<file path="src/rtl/hwe_pkg.sv">
`default_nettype none
package hwe_pkg;

	localparam int unsigned TIME_W = 32;
	localparam int unsigned TMO_W  = 20;
	localparam int unsigned VEL_W  = 32;
	localparam int unsigned CFG_IDX_W = 2;
	localparam int unsigned MASK_W = 3;

	typedef enum logic [2:0] {
		OP_ODOM  = 3'd0,
		OP_LOC   = 3'd1,
		OP_NAV   = 3'd2,
		OP_CHECK = 3'd3,
		OP_VEL   = 3'd4
	} op_t;

	typedef enum logic [CFG_IDX_W-1:0] {
		REG_ODOM_TMO = 2'd0,
		REG_LOC_TMO  = 2'd1,
		REG_NAV_TMO  = 2'd2
	} reg_idx_t;

	localparam logic [TMO_W-1:0] ODOM_TMO_RST = 20'd2000;
	localparam logic [TMO_W-1:0] LOC_TMO_RST  = 20'd3000;
	localparam logic [TMO_W-1:0] NAV_TMO_RST  = 20'd5000;

	localparam int unsigned FAULT_ODOM = 0;
	localparam int unsigned FAULT_LOC  = 1;
	localparam int unsigned FAULT_NAV  = 2;

	typedef struct packed {
		logic [2:0]       opcode;
		logic [TIME_W-1:0] time_ms;
		logic             goal_executing;
		logic [VEL_W-1:0] lin_x;
		logic [VEL_W-1:0] lin_y;
		logic [VEL_W-1:0] lin_z;
		logic [VEL_W-1:0] ang_x;
		logic [VEL_W-1:0] ang_y;
		logic [VEL_W-1:0] ang_z;
	} in_item_t;

	typedef struct packed {
		logic             vel_valid;
		logic [VEL_W-1:0] out_lin_x;
		logic [VEL_W-1:0] out_lin_y;
		logic [VEL_W-1:0] out_lin_z;
		logic [VEL_W-1:0] out_ang_x;
		logic [VEL_W-1:0] out_ang_y;
		logic [VEL_W-1:0] out_ang_z;
		logic             code_valid;
		logic [MASK_W-1:0] fault_mask;
		logic             stop_active;
	} out_item_t;

	typedef struct packed {
		logic [TMO_W-1:0] odom_tmo;
		logic [TMO_W-1:0] loc_tmo;
		logic [TMO_W-1:0] nav_tmo;
	} tmo_cfg_t;

endpackage
`default_nettype wire

</file>
<file path="src/rtl/hwe_cfg.sv">
`default_nettype none
module hwe_cfg (
	input  wire logic                           clk,
	input  wire logic                           arst_n,
	input  wire logic                           wr_en,
	input  wire logic [hwe_pkg::CFG_IDX_W-1:0]  wr_index,
	input  wire logic [hwe_pkg::TMO_W-1:0]      wr_data,
	output hwe_pkg::tmo_cfg_t                   cfg
);

	hwe_pkg::tmo_cfg_t cfg_q;

	always_ff @(posedge clk or negedge arst_n) begin
		if (!arst_n) begin
			cfg_q.odom_tmo <= hwe_pkg::ODOM_TMO_RST;
			cfg_q.loc_tmo  <= hwe_pkg::LOC_TMO_RST;
			cfg_q.nav_tmo  <= hwe_pkg::NAV_TMO_RST;
		end else if (wr_en) begin
			unique case (hwe_pkg::reg_idx_t'(wr_index))
				hwe_pkg::REG_ODOM_TMO: cfg_q.odom_tmo <= wr_data;
				hwe_pkg::REG_LOC_TMO:  cfg_q.loc_tmo  <= wr_data;
				hwe_pkg::REG_NAV_TMO:  cfg_q.nav_tmo  <= wr_data;
				default: ;
			endcase
		end
	end

	assign cfg = cfg_q;

endmodule
`default_nettype wire

</file>
<file path="src/rtl/hwe_eval.sv">
`default_nettype none
module hwe_eval (
	input  wire logic                clk,
	input  wire logic                arst_n,
	input  wire logic                fire,
	input  wire hwe_pkg::in_item_t   item,
	input  wire hwe_pkg::tmo_cfg_t   cfg,
	output logic                     res_valid,
	output hwe_pkg::out_item_t       res
);

	logic odom_armed_q, loc_armed_q, nav_armed_q, nav_seen_q, stop_q;
	logic [hwe_pkg::TIME_W-1:0] odom_last_q, loc_last_q, nav_last_q;

	logic odom_armed_d, loc_armed_d, nav_armed_d, nav_seen_d, stop_d;
	logic odom_wr, loc_wr, nav_wr;

	logic [hwe_pkg::TIME_W-1:0] odom_el, loc_el, nav_el;
	logic [hwe_pkg::MASK_W-1:0] mask;
	logic all_seen;

	assign odom_el = item.time_ms - odom_last_q;
	assign loc_el  = item.time_ms - loc_last_q;
	assign nav_el  = item.time_ms - nav_last_q;

	always_comb begin
		mask = '0;
		mask[hwe_pkg::FAULT_ODOM] = odom_armed_q &&
			(odom_el > {{(hwe_pkg::TIME_W-hwe_pkg::TMO_W){1'b0}}, cfg.odom_tmo});
		mask[hwe_pkg::FAULT_LOC] = loc_armed_q &&
			(loc_el > {{(hwe_pkg::TIME_W-hwe_pkg::TMO_W){1'b0}}, cfg.loc_tmo});
		mask[hwe_pkg::FAULT_NAV] = nav_armed_q &&
			(nav_el > {{(hwe_pkg::TIME_W-hwe_pkg::TMO_W){1'b0}}, cfg.nav_tmo});
	end

	assign all_seen = odom_armed_q && loc_armed_q && nav_seen_q;

	always_comb begin
		odom_armed_d = odom_armed_q;
		loc_armed_d  = loc_armed_q;
		nav_armed_d  = nav_armed_q;
		nav_seen_d   = nav_seen_q;
		stop_d       = stop_q;
		odom_wr      = 1'b0;
		loc_wr       = 1'b0;
		nav_wr       = 1'b0;
		res_valid    = 1'b0;
		res          = '0;
		unique case (hwe_pkg::op_t'(item.opcode))
			hwe_pkg::OP_ODOM: begin
				odom_armed_d = 1'b1;
				odom_wr      = 1'b1;
			end
			hwe_pkg::OP_LOC: begin
				loc_armed_d = 1'b1;
				loc_wr      = 1'b1;
			end
			hwe_pkg::OP_NAV: begin
				if (item.goal_executing) begin
					nav_seen_d  = 1'b1;
					nav_armed_d = 1'b1;
					nav_wr      = 1'b1;
				end else begin
					nav_armed_d = 1'b0;
				end
			end
			hwe_pkg::OP_CHECK: begin
				if (mask[hwe_pkg::FAULT_ODOM]) odom_armed_d = 1'b0;
				if (mask[hwe_pkg::FAULT_LOC])  loc_armed_d  = 1'b0;
				if (mask[hwe_pkg::FAULT_NAV])  nav_armed_d  = 1'b0;
				if (mask != '0) begin
					stop_d          = 1'b1;
					res_valid       = 1'b1;
					res.vel_valid   = 1'b1;
					res.code_valid  = 1'b1;
					res.fault_mask  = mask;
					res.stop_active = 1'b1;
				end else if (all_seen) begin
					stop_d         = 1'b0;
					res_valid      = 1'b1;
					res.code_valid = 1'b1;
				end
			end
			hwe_pkg::OP_VEL: begin
				res_valid       = 1'b1;
				res.vel_valid   = 1'b1;
				res.stop_active = stop_q;
				if (!stop_q) begin
					res.out_lin_x = item.lin_x;
					res.out_lin_y = item.lin_y;
					res.out_lin_z = item.lin_z;
					res.out_ang_x = item.ang_x;
					res.out_ang_y = item.ang_y;
					res.out_ang_z = item.ang_z;
				end
			end
			default: ;
		endcase
	end

	always_ff @(posedge clk or negedge arst_n) begin
		if (!arst_n) begin
			odom_armed_q <= 1'b0;
			loc_armed_q  <= 1'b0;
			nav_armed_q  <= 1'b0;
			nav_seen_q   <= 1'b0;
			stop_q       <= 1'b0;
		end else if (fire) begin
			odom_armed_q <= odom_armed_d;
			loc_armed_q  <= loc_armed_d;
			nav_armed_q  <= nav_armed_d;
			nav_seen_q   <= nav_seen_d;
			stop_q       <= stop_d;
		end
	end

	always_ff @(posedge clk) begin
		if (fire && odom_wr) odom_last_q <= item.time_ms;
		if (fire && loc_wr)  loc_last_q  <= item.time_ms;
		if (fire && nav_wr)  nav_last_q  <= item.time_ms;
	end

endmodule
`default_nettype wire

</file>
<file path="src/rtl/heartbeat_watchdog_estop_gate_top.sv">
// Heartbeat watchdog with emergency-stop velocity gate. Each request on the
// input channel is an odometry beat, a localization beat, a navigation
// status, a check tick or a velocity command, and produces at most one
// result. A request is registered on entry, evaluated against the channel
// flags and last-seen times, and its result is held in an output register;
// one request per cycle is taken while the output is drained, so throughput
// is one request per cycle, throttled only by out_ready. Timeouts are
// written on the cfg channel (index 0 odometry, 1 localization, 2 navigation)
// and take effect for the next request; write them only while no request is
// in flight.
`default_nettype none
module heartbeat_watchdog_estop_gate_top (
	input  wire logic                          clk,
	input  wire logic                          arst_n,
	input  wire logic                          in_valid,
	output logic                               in_ready,
	input  wire hwe_pkg::in_item_t             in_item,
	output logic                               out_valid,
	input  wire logic                          out_ready,
	output hwe_pkg::out_item_t                 out_item,
	input  wire logic                          cfg_valid,
	output logic                               cfg_ready,
	input  wire logic [hwe_pkg::CFG_IDX_W-1:0] cfg_index,
	input  wire logic [hwe_pkg::TMO_W-1:0]     cfg_data
);

	hwe_pkg::tmo_cfg_t  cfg;
	hwe_pkg::in_item_t  item_s1;
	logic               valid_s1;
	logic               advance;
	logic               res_valid;
	hwe_pkg::out_item_t res;
	hwe_pkg::out_item_t out_q;
	logic               out_valid_q;

	assign cfg_ready = 1'b1;

	hwe_cfg u_cfg (
		.clk      (clk),
		.arst_n   (arst_n),
		.wr_en    (cfg_valid),
		.wr_index (cfg_index),
		.wr_data  (cfg_data),
		.cfg      (cfg)
	);

	assign advance  = valid_s1 && (!out_valid_q || out_ready);
	assign in_ready = !valid_s1 || advance;

	always_ff @(posedge clk or negedge arst_n) begin
		if (!arst_n) begin
			valid_s1 <= 1'b0;
		end else if (in_ready) begin
			valid_s1 <= in_valid;
		end
	end

	always_ff @(posedge clk) begin
		if (in_ready && in_valid) item_s1 <= in_item;
	end

	hwe_eval u_eval (
		.clk       (clk),
		.arst_n    (arst_n),
		.fire      (advance),
		.item      (item_s1),
		.cfg       (cfg),
		.res_valid (res_valid),
		.res       (res)
	);

	always_ff @(posedge clk or negedge arst_n) begin
		if (!arst_n) begin
			out_valid_q <= 1'b0;
		end else if (advance) begin
			out_valid_q <= res_valid;
		end else if (out_ready) begin
			out_valid_q <= 1'b0;
		end
	end

	always_ff @(posedge clk) begin
		if (advance && res_valid) out_q <= res;
	end

	assign out_valid = out_valid_q;
	assign out_item  = out_q;

endmodule
`default_nettype wire

</file>
<file path="config.mk">
export PLATFORM = sky130hd
export DESIGN_NAME = heartbeat_watchdog_estop_gate_top
export DESIGN_NICKNAME = d
export VERILOG_FILES = /design/src/rtl/hwe_pkg.sv /design/src/rtl/hwe_cfg.sv /design/src/rtl/hwe_eval.sv /design/src/rtl/heartbeat_watchdog_estop_gate_top.sv
export SDC_FILE = /design/constraint.sdc
export NUM_CORES = 1
export LEC_CHECK = 0
export ABC_CLOCK_PERIOD_IN_PS = 18300
export BUFFER_PORTS_ARGS = -buffer_cell sky130_fd_sc_hd__buf_4
export CAP_MARGIN = 20
export CORE_MARGIN = 2
export CORE_UTILIZATION = 55
export CTS_BUF_LIST = sky130_fd_sc_hd__clkbuf_4 sky130_fd_sc_hd__clkbuf_8
export DETAILED_ROUTE_END_ITERATION = 8
export PLACE_DENSITY_LB_ADDON = 0.1
export SYNTH_ARGS = -nofsm -noshare
export SYNTH_HDL_FRONTEND = slang
export SYNTH_HIERARCHICAL = 1
export SYNTH_SLANG_ARGS = --single-unit
</file>
<file path="constraint.sdc">
create_clock -name clk -period 18.3 [get_ports clk]
set_input_delay 0 -clock clk [delete_from_list [all_inputs] [get_ports clk]]
set_output_delay 0 -clock clk [all_outputs]
set_load 0.02 [all_outputs]
</file>
==> summary.md, run 1 <==
| Metric | Value |
|---|---|
| Global route total overflow | `0` |
| DRT Pass-1 Iters | `6` |
| Status | `finished clean` |
| FF+latch count, synth | `589` |
| Hold Crit Depth | `2` |
| Met1 WL | `between 30000 and 40000 um` |
| H-tree Lvls | `3` |
| Antenna violations before repair | `15` |
| Static leakage | `0.0153 uW` |
| DR vias/cell | `5.73` |
| CP startpoint kind | `register` |
| Initial Util | `55.4%` |
| Synth Flop Type | `edfxtp_1` |
| Crit path required time | `18.60 ns` |
| Global-route wire length before repair | `128000 um` |
| DR WL/cell | `roughly 25 um` |
| Synthesized area | `0.0269 mm^2` |
| Ys async rst share | `11.4%` |
| Cts hold-fix bufs | `387` |
| DR iter-0 viols | `2107` |
| Post-route setup TNS | `0 ns` |
| GP Congestion | `0.909` |
| Fin. Hold Viols | `0` |
| # rows | `81` |
| VDD IR max | `just over 100 uV` |
| MaxCap Viol Count | `0` |
| DP Cell Count | `3041` |
| Die height | `approximately 230 um` |
| Post-synthesis cell count | `2009` |
| DR top layer | `met5` |
| Worst-skew pair later-pin latency | `0.75 ns` |
| Antenna-violating nets left | `0` |
| Worst R2R Path Depth | `22` |
| Mean Syn Cell Area | `13.4 um^2` |
| Die area | `0.0508 mm^2` |
| # port buffers | `454` |
| Worst hold path class | `in -> reg` |
| Fin. max-slew vios | `0` |
| P&R area growth vs syn | `37.1%` |
| EDFF count, synth | `around 520` |
| Core Area | `0.0486 mm^2` |
| Die W | `between 200 and 250 um` |
| RSZ-0062 raised after global routing | `no` |
| CP arrival | `approximately 7.0 ns` |
| DP HPWL | `53700 um` |
| Post-Layout Cell Count | `approximately 3600` |
| Io pins | `456` |
| Sink Count | `589` |
| Tcrit/Tclk final | `approximately 37%` |
| Crit Path Max Fanout | `170` |
| TritonCTS clock tree | `done` |
| Final Setup Violations | `0` |
| Crit Path Category | `reg -> reg` |
| Clock Tree Buf Depth | `3` |
| Yosys warning count | `6` |
| Clock skew | `0.0732 ns` |
| Share of cells above drive strength 1 | `24.5%` |
| Final wirelength | `89700 um` |
| Final Critical Period | `6.70 ns` |
| DRC Markers | `0` |
| Via count | `20800` |
| Cts repair resizes | `0` |
| Cell variety after synth | `88` |
| CTS Buf Count | `96` |
| Pwr Density | `93.1 mW/mm^2` |
| Setup bufs post-CTS | `0` |
| Slew @ Worst Pin | `1.07 ns` |
| Top achievable clock speed | `0.149 GHz` |
| Clk pin slew, worst setup/hold paths | `0.06 ns` |
| Rel. slew slack | `~29%` |
| CTS root buffer | `clkbuf_8` |
| Vias in the first global route | `21100` |
| Post-layout nets | `3321` |
| Routed wl met3 | `7680 um` |
| Syn_nets | `2420` |
| Seq/Total Area, Yosys | `64.5%` |
| Largest net degree at the start of global routing | `171` |
| Worst setup EP type | `register` |
| GRT Total Usage | `34.3%` |
| Met2 routed wirelength | `44200 um` |
[cells by family (layout without fill, tap and decap cells)]
group,Yosys count,count (layout),synth area share (%)
other,1,18,0.0139
DFF,589,589,64.5
AOI/OAI and AO/OA,374,374,9.24
and+or+nand+nor,518,518,10.5
muxes,67,67,2.78
xor gates and xnor gates,69,69,2.24
adders and majority gates,156,156,7.33
buffers and inverters,235,1214,3.37
[flip-flops by register name, summed over array words and instances, names as in the netlist]
register / flops
u_eval/odom_armed_q: 1
out_valid: 1
u_eval/nav_last_q: 32
item_s1: 228
u_eval/odom_last_q: 32
u_eval/stop_q: 1
u_eval/loc_armed_q: 1
u_cfg/cfg: 60
u_eval/nav_seen_q: 1
u_eval/loc_last_q: 32
valid_s1: 1
u_eval/nav_armed_q: 1
out_item: 198
[routing by layer]
metal	vias to the layer above	GRT usage (%)
li1	9185	-
met1	10100	42.1
met2	1191	57.1
met3	260	8.71
met4	4	16.0
met5	-	0
[layout by cell type (no fill, tap or decap), types with 60 or more instances in the layout]
| cell | instances |
|---|---|
| dlygate4sd3_1 | 390 |
| nand2_1 | 104 |
| clkbuf_8 | 98 |
| edfxtp_1 | 522 |
| inv_1 | 180 |
| a21oi_1 | 120 |
| o21ai_0 | 60 |
| mux2_2 | 60 |
| nor2_1 | 60 |
| ha_1 | 153 |
| buf_4 | 464 |
| and2_1 | 206 |
[final cells by class]
type | instances | area (um^2)
Sequential cell | 589 | 17400
Fill cell | 2873 | 11700
Multi-Input combinational cell | 1185 | 8690
Timing Repair Buffer | 858 | 7480
Clock buffer | 138 | 1650
Tap cell | 622 | 778
Inverter | 180 | 676
Clock inverter | 38 | 241
Antenna cell | 17 | 42.5
[synthesized netlist by cell type (4+ instances only)]
library cell  number  area (um^2)
edfxtp_1         522        15700
and2_1           207         1290
inv_1            180          676
ha_1             153         1910
a21oi_1          120          601
nand2_1          104          390
nor2_1            61          229
mux2_2            60          676
o21ai_0           60          300
dfrtp_1           49         1230
xnor2_1           46          403
clkbuf_1          42          158
nand3_1           34          170
nand4_1           34          213
a21o_1            30          225
xor2_1            23          201
o211ai_1          19          143
dfstp_2           18          473
o21a_1            17          128
nor3_1            16         80.1
o21ai_1           14         70.1
a31oi_1           13         81.3
a211oi_1          12         90.1
nand2b_1          11         68.8
nor2b_1           10         62.6
buf_2              8         40.0
o2111ai_1          7         61.3
o21bai_1           7         52.6
a21boi_0           6         45.0
o31ai_1            6         45.0
a211o_1            5         43.8
a41oi_1            5         43.8
and3_1             5         31.3
mux2i_1            5         50.1
nand3b_1           5         37.5
o211a_1            5         50.1
or3_1              5         31.3
a2111oi_0          4         35.0
and4_1             4         35.0
buf_4              4         30.0
nor4_1             4         25.0
o221ai_1           4         35.0
[per-stage QoR]
stage	utilization [%]	setup slack [ns]	area, um^2	hold WS (ns)	power [uW]
3_5_place_dp	63.8	11.75	31000	0.179	2180
3_3_place_gp	63.8	11.90	31000	0.178	2160
5_1_grt	75.9	11.01	36900	-0.00665	3550
2_1_floorplan	-	4.75	26900	-0.296	1980
4_1_cts	75.6	11.72	36800	0.000398	3370
6_report	75.9	11.60	36900	0.00541	3440
[path summary, 6_finish.rpt]
kind,from,to,slack (ns)
max,item_s1[202],out_item[76],11.60
min,in_item[165],item_s1[165],0.005
max reg2reg,item_s1[202],out_item[76],11.60
min reg2reg,u_eval/nav_armed_q,u_eval/nav_armed_q,0.50
max in group asynchronous,arst_n,u_cfg/cfg[51],17.30
min in group asynchronous,arst_n,u_cfg/cfg[53],0.46
[power breakdown]
part           total (uW)  internal (uW)  leakage [uW]  switching (uW)
clock network        1190            601       0.00101             586
registers            1650           1590       0.00573            59.2
logic                 608            271       0.00853             337
[worst max-delay path, cell delays in order, from the launching register on]
cell	delay, ns
edfxtp_1	0.47
ha_1	0.40
a21oi_2	0.23
o21ai_1	0.12
a221oi_2	0.45
a21oi_1	0.18
nand2b_1	0.21
a21o_1	0.19
a21o_1	0.20
xor2_1	0.15
ha_1	0.32
nand4_1	0.14
nor4_1	0.37
a21boi_0	0.23
o31ai_1	0.14
o2111ai_1	0.15
a2111oi_4	0.10
a41oi_2	0.28
o21ai_2	0.12
nand4_1	0.10
nand2_1	0.11
nor2b_4	0.72
buf_12	0.65
Note: power is estimated with default switching activity, not from simulation.
==> run 2, diff against run 1 <==
--- a/config.mk
+++ b/config.mk
@@ -5,7 +5,8 @@
 export SDC_FILE = /design/constraint.sdc
 export NUM_CORES = 1
 export LEC_CHECK = 0
-export ABC_CLOCK_PERIOD_IN_PS = 18300
+export ABC_AREA = 1
+export ABC_CLOCK_PERIOD_IN_PS = 6900
 export BUFFER_PORTS_ARGS = -buffer_cell sky130_fd_sc_hd__buf_4
 export CAP_MARGIN = 20
 export CORE_MARGIN = 2
==> constraint.sdc (replaced) <==
create_clock -name clk -period 6.9 [get_ports clk]
set_input_delay 0 -clock clk [delete_from_list [all_inputs] [get_ports clk]]
set_output_delay 0 -clock clk [all_outputs]
set_load 0.02 [all_outputs]
==> summary.md, run 2 <==
| Metric | Value |
|---|---|
| Clock Tree Buf Depth | `3 (unchanged)` |
| Fin. max-slew vios | `0 (unchanged)` |
| FF+latch count, synth | `589 (unchanged)` |
| # port buffers | `454 (unchanged)` |
| Mux share of post-synthesis cell area | `0% (-2.8 points)` |
| Most common cell after layout, fill and taps aside | `nand2_1` |
| Clock skew | `0.0683 ns (-0.00488 ns)` |
| Crit path required time | `7.20 ns (-11.40 ns)` |
| # rows | `84 (+3.7%)` |
| GP Congestion | `0.969 (+6.6%)` |
| CTS Buf Count | `95 (-1.0%)` |
| Seq/Total Area, Yosys | `59.3% (-5.2 points)` |
| CP delay by family, top | `simple AND/OR/NAND/NOR gates` |
| Cell variety after synth | `38 (-57%)` |
| Antenna-violating nets left | `0 (unchanged)` |
| Die area | `0.0551 mm^2 (+8.5%)` |
| VDD IR max | `286 uV (+180%)` |
| Static leakage | `0.0183 uW (+20%)` |
| Syn_nets | `3490 (+44%)` |
| Largest net degree at the start of global routing | `120 (-30%)` |
| DRT Pass-1 Iters | `9 (+3)` |
| Worst hold path class | `in -> reg` |
| Footprint of the multi-input gates | `0.00983 mm^2 (+13%)` |
| Largest Register | `item_s1` |
| Crit Path Category | `reg -> reg` |
| Yosys warning count | `6 (unchanged)` |
| Slew @ Worst Pin | `1.13 ns (+0.0538 ns)` |
| Crit Path Max Fanout | `38 (-78%)` |
| Combinational family with the most area after synthesis | `simple AND/OR/NAND/NOR gates` |
| Post-layout util | `74.5% (-1.4 points)` |
| H-tree Lvls | `3 (unchanged)` |
| Cts hold-fix bufs | `374 (-3.4%)` |
| Slowest CP cell | `nor2_4` |
| Worst path buffer plus inverter count | `5 (+4)` |
| DRC Markers | `0 (unchanged)` |
| XOR/XNOR Fraction of Synth Area | `1.70% (-0.54 points)` |
| Total power | `9250 uW (+170%)` |
| Tcrit/Tclk final | `78.5% (+42 points)` |
| Post-route setup TNS | `0 ns (unchanged)` |
| Worst-skew pair later-pin latency | `0.73 ns (-0.02 ns)` |
| Commonest non-fill, non-tap cells in the layout | `nand2_1 (1007), edfxtp_1 (522), buf_4 (465)` |
| Post-layout nets | `4370 (+32%)` |
| Die height | `235 um (+4.2%)` |
| Worst setup EP type | `register` |
| CP startpoint kind | `register` |
| DR WL/cell | `19.5 um (-21%)` |
| FILL cells | `3442 (+20%)` |
| Storage element area | `0.0174 mm^2 (unchanged)` |
| Clk pin slew, worst setup/hold paths | `0.08 ns (+0.02 ns)` |
| Initial Util | `55.6% (+0.24 points)` |
| Final wirelength | `92300 um (+2.9%)` |
| Die W | `235 um (+4.2%)` |
| Compound-Gate Fraction of Synth Area | `2.37% (-6.9 points)` |
| Global route total overflow | `0 (unchanged)` |
| Fin. Hold Viols | `0 (unchanged)` |
| Cts repair resizes | `0 (unchanged)` |
| Cell with the most instances after synthesis | `nand2_1` |
| Synth top area share | `53.5% (-4.7 points)` |
| Rel. slew slack | `24.9% (-3.6 points)` |
| P&R area growth vs syn | `33.9%` |
| Synth Area in Adders | `6.74% (-0.59 points)` |
| Ys async rst share | `11.4% (unchanged)` |
| GRT Total Usage | `32.7% (-1.6 points)` |
| Antenna violations before repair | `12 (-3)` |
| Final Setup Violations | `0 (unchanged)` |
| Synth Flop Type | `edfxtp_1` |
| TritonCTS clock tree | `done` |
| CP arrival | `5.72 ns (-1.28 ns)` |
| Synth Area in Simple Gates | `22.7% (+12 points)` |
| Top achievable clock speed | `0.185 GHz (+24%)` |
| DR vias/cell | `5.25 (-8.3%)` |
| Share of cells above drive strength 1 | `18.4% (-6.1 points)` |
| Via count | `24900 (+20%)` |
| Mean Syn Cell Area | `9.51 um^2 (-29%)` |
| Synthesized area | `0.0293 mm^2 (+8.7%)` |
| Status | `finished clean` |
| Global-route wire length before repair | `140000 um (+8.8%)` |
| DR iter-0 viols | `2143 (+1.7%)` |
| Core Area | `0.0527 mm^2 (+8.2%)` |
| Crit-path max cell delay | `0.58 ns (-0.14 ns)` |
| Max reg flops | `228 (unchanged)` |
| Setup bufs post-CTS | `0 (unchanged)` |
| EDFF count, synth | `522 (unchanged)` |
| Pwr Density | `236 mW/mm^2 (+150%)` |
| Synth top cells by count | `nand2_1 (1007), edfxtp_1 (522), inv_1 (466), nor2_1 (323), ha_1 (153)` |
| Crit-path most repeated cell | `nand2_1` |
| Synth area leaders | `edfxtp_1 (54%), nand2_1 (13%), ha_1 (6.5%)` |
| MaxCap Viol Count | `0 (unchanged)` |
| DP HPWL | `58700 um (+9.2%)` |
| Post-synthesis cell count | `3079 (+53%)` |
| Vias in the first global route | `25300 (+20%)` |
| Leading area contributor after synthesis | `edfxtp_1` |
| Sink Count | `589 (unchanged)` |
| RSZ-0062 raised after global routing | `no` |
| CTS root buffer | `clkbuf_8` |
| Io pins | `456 (unchanged)` |
| Final Critical Period | `5.41 ns (-1.29 ns)` |
run 2: cell types whose count changed after synthesis, moves of 27 or more:
cell	delta
nand2_1	+903
inv_1	+286
nor2_1	+262
and2_1	-201
nand3_1	+65
mux2_2	-60
o21ai_0	-52
nand2_2	+42
xnor2_1	-36
a21oi_1	-34
nand4_1	+27
run 2: cell type report:
cell class / count / share of cell area [%]
multi-input combinational: 1940 / 25.1
clock buffer: 137 / 4.30
tap: 688 / 2.19
clock inverter: 41 / 0.667
antenna: 11 / 0.0702
sequential: 589 / 44.3
inverter: 484 / 4.67
timing repair buffer: 849 / 18.7
run 2: logic make-up (layout without fill, tap and decap cells):
logic type / Yosys count / count (layout)
AO/OA/AOI/OAI: 125 / 125
XOR/XNOR: 57 / 57
adder cells (fa/ha/maj): 156 / 156
buffers and inverters: 550 / 1511
flip-flops: 589 / 589
other: 1 / 12
AND/OR/NAND/NOR: 1601 / 1601
run 2: stage by stage:
stage	hold WS (ns)	instance area [um^2]	std cells	worst slack (ns)
6_report	0.0221	39200	4739	1.49
3_3_place_gp	0.168	33400	4167	1.65
3_5_place_dp	0.179	33400	4167	1.55
2_1_floorplan	-0.296	29300	3079	0.449
5_1_grt	-0.0137	39200	4739	1.07
4_1_cts	0.000171	39100	4719	1.54
run 2: worst reg2reg max path, delay by kind of cell (launching register included):
family	cells	cell delay, ns
buf+inv	5	0.95
fa+ha+maj	3	0.94
flops	1	0.43
xor+xnor	1	0.16
simple gates	22	2.53
run 2: power by group:
part           internal (uW)  switching, uW
logic                    693           1130
clock network           1630           1500
registers               4160            128
total                   6480           2760
run 2: path summary, 6_finish.rpt:
kind                                     from             to  slack, ns  depth (start not counted)
worst max-delay path             item_s1[193]  out_item[171]       1.49                         31
worst min-delay path              in_item[80]    item_s1[80]       0.02                          2
worst max register to register   item_s1[193]  out_item[171]       1.49                         31
worst min register to register  u_cfg/cfg[31]  u_cfg/cfg[31]       0.47                          2
max in group asynchronous              arst_n  u_cfg/cfg[13]       5.94                          4
min in group asynchronous              arst_n  u_cfg/cfg[42]       0.37                          3
run 2: per-layer routing:
| metal | share of wire, % | routed length [um] | vias up | track usage, % |
|---|---|---|---|---|
| met5 | 0 | 0 | - | 0 |
| met3 | 7.8 | 7210 | 254 | 7.54 |
| met1 | 36 | 33500 | 11800 | 37.8 |
| met4 | 4.9 | 4480 | 0 | 15.1 |
| met2 | 51 | 47100 | 1178 | 57.6 |
| li1 | - | - | 11700 | - |
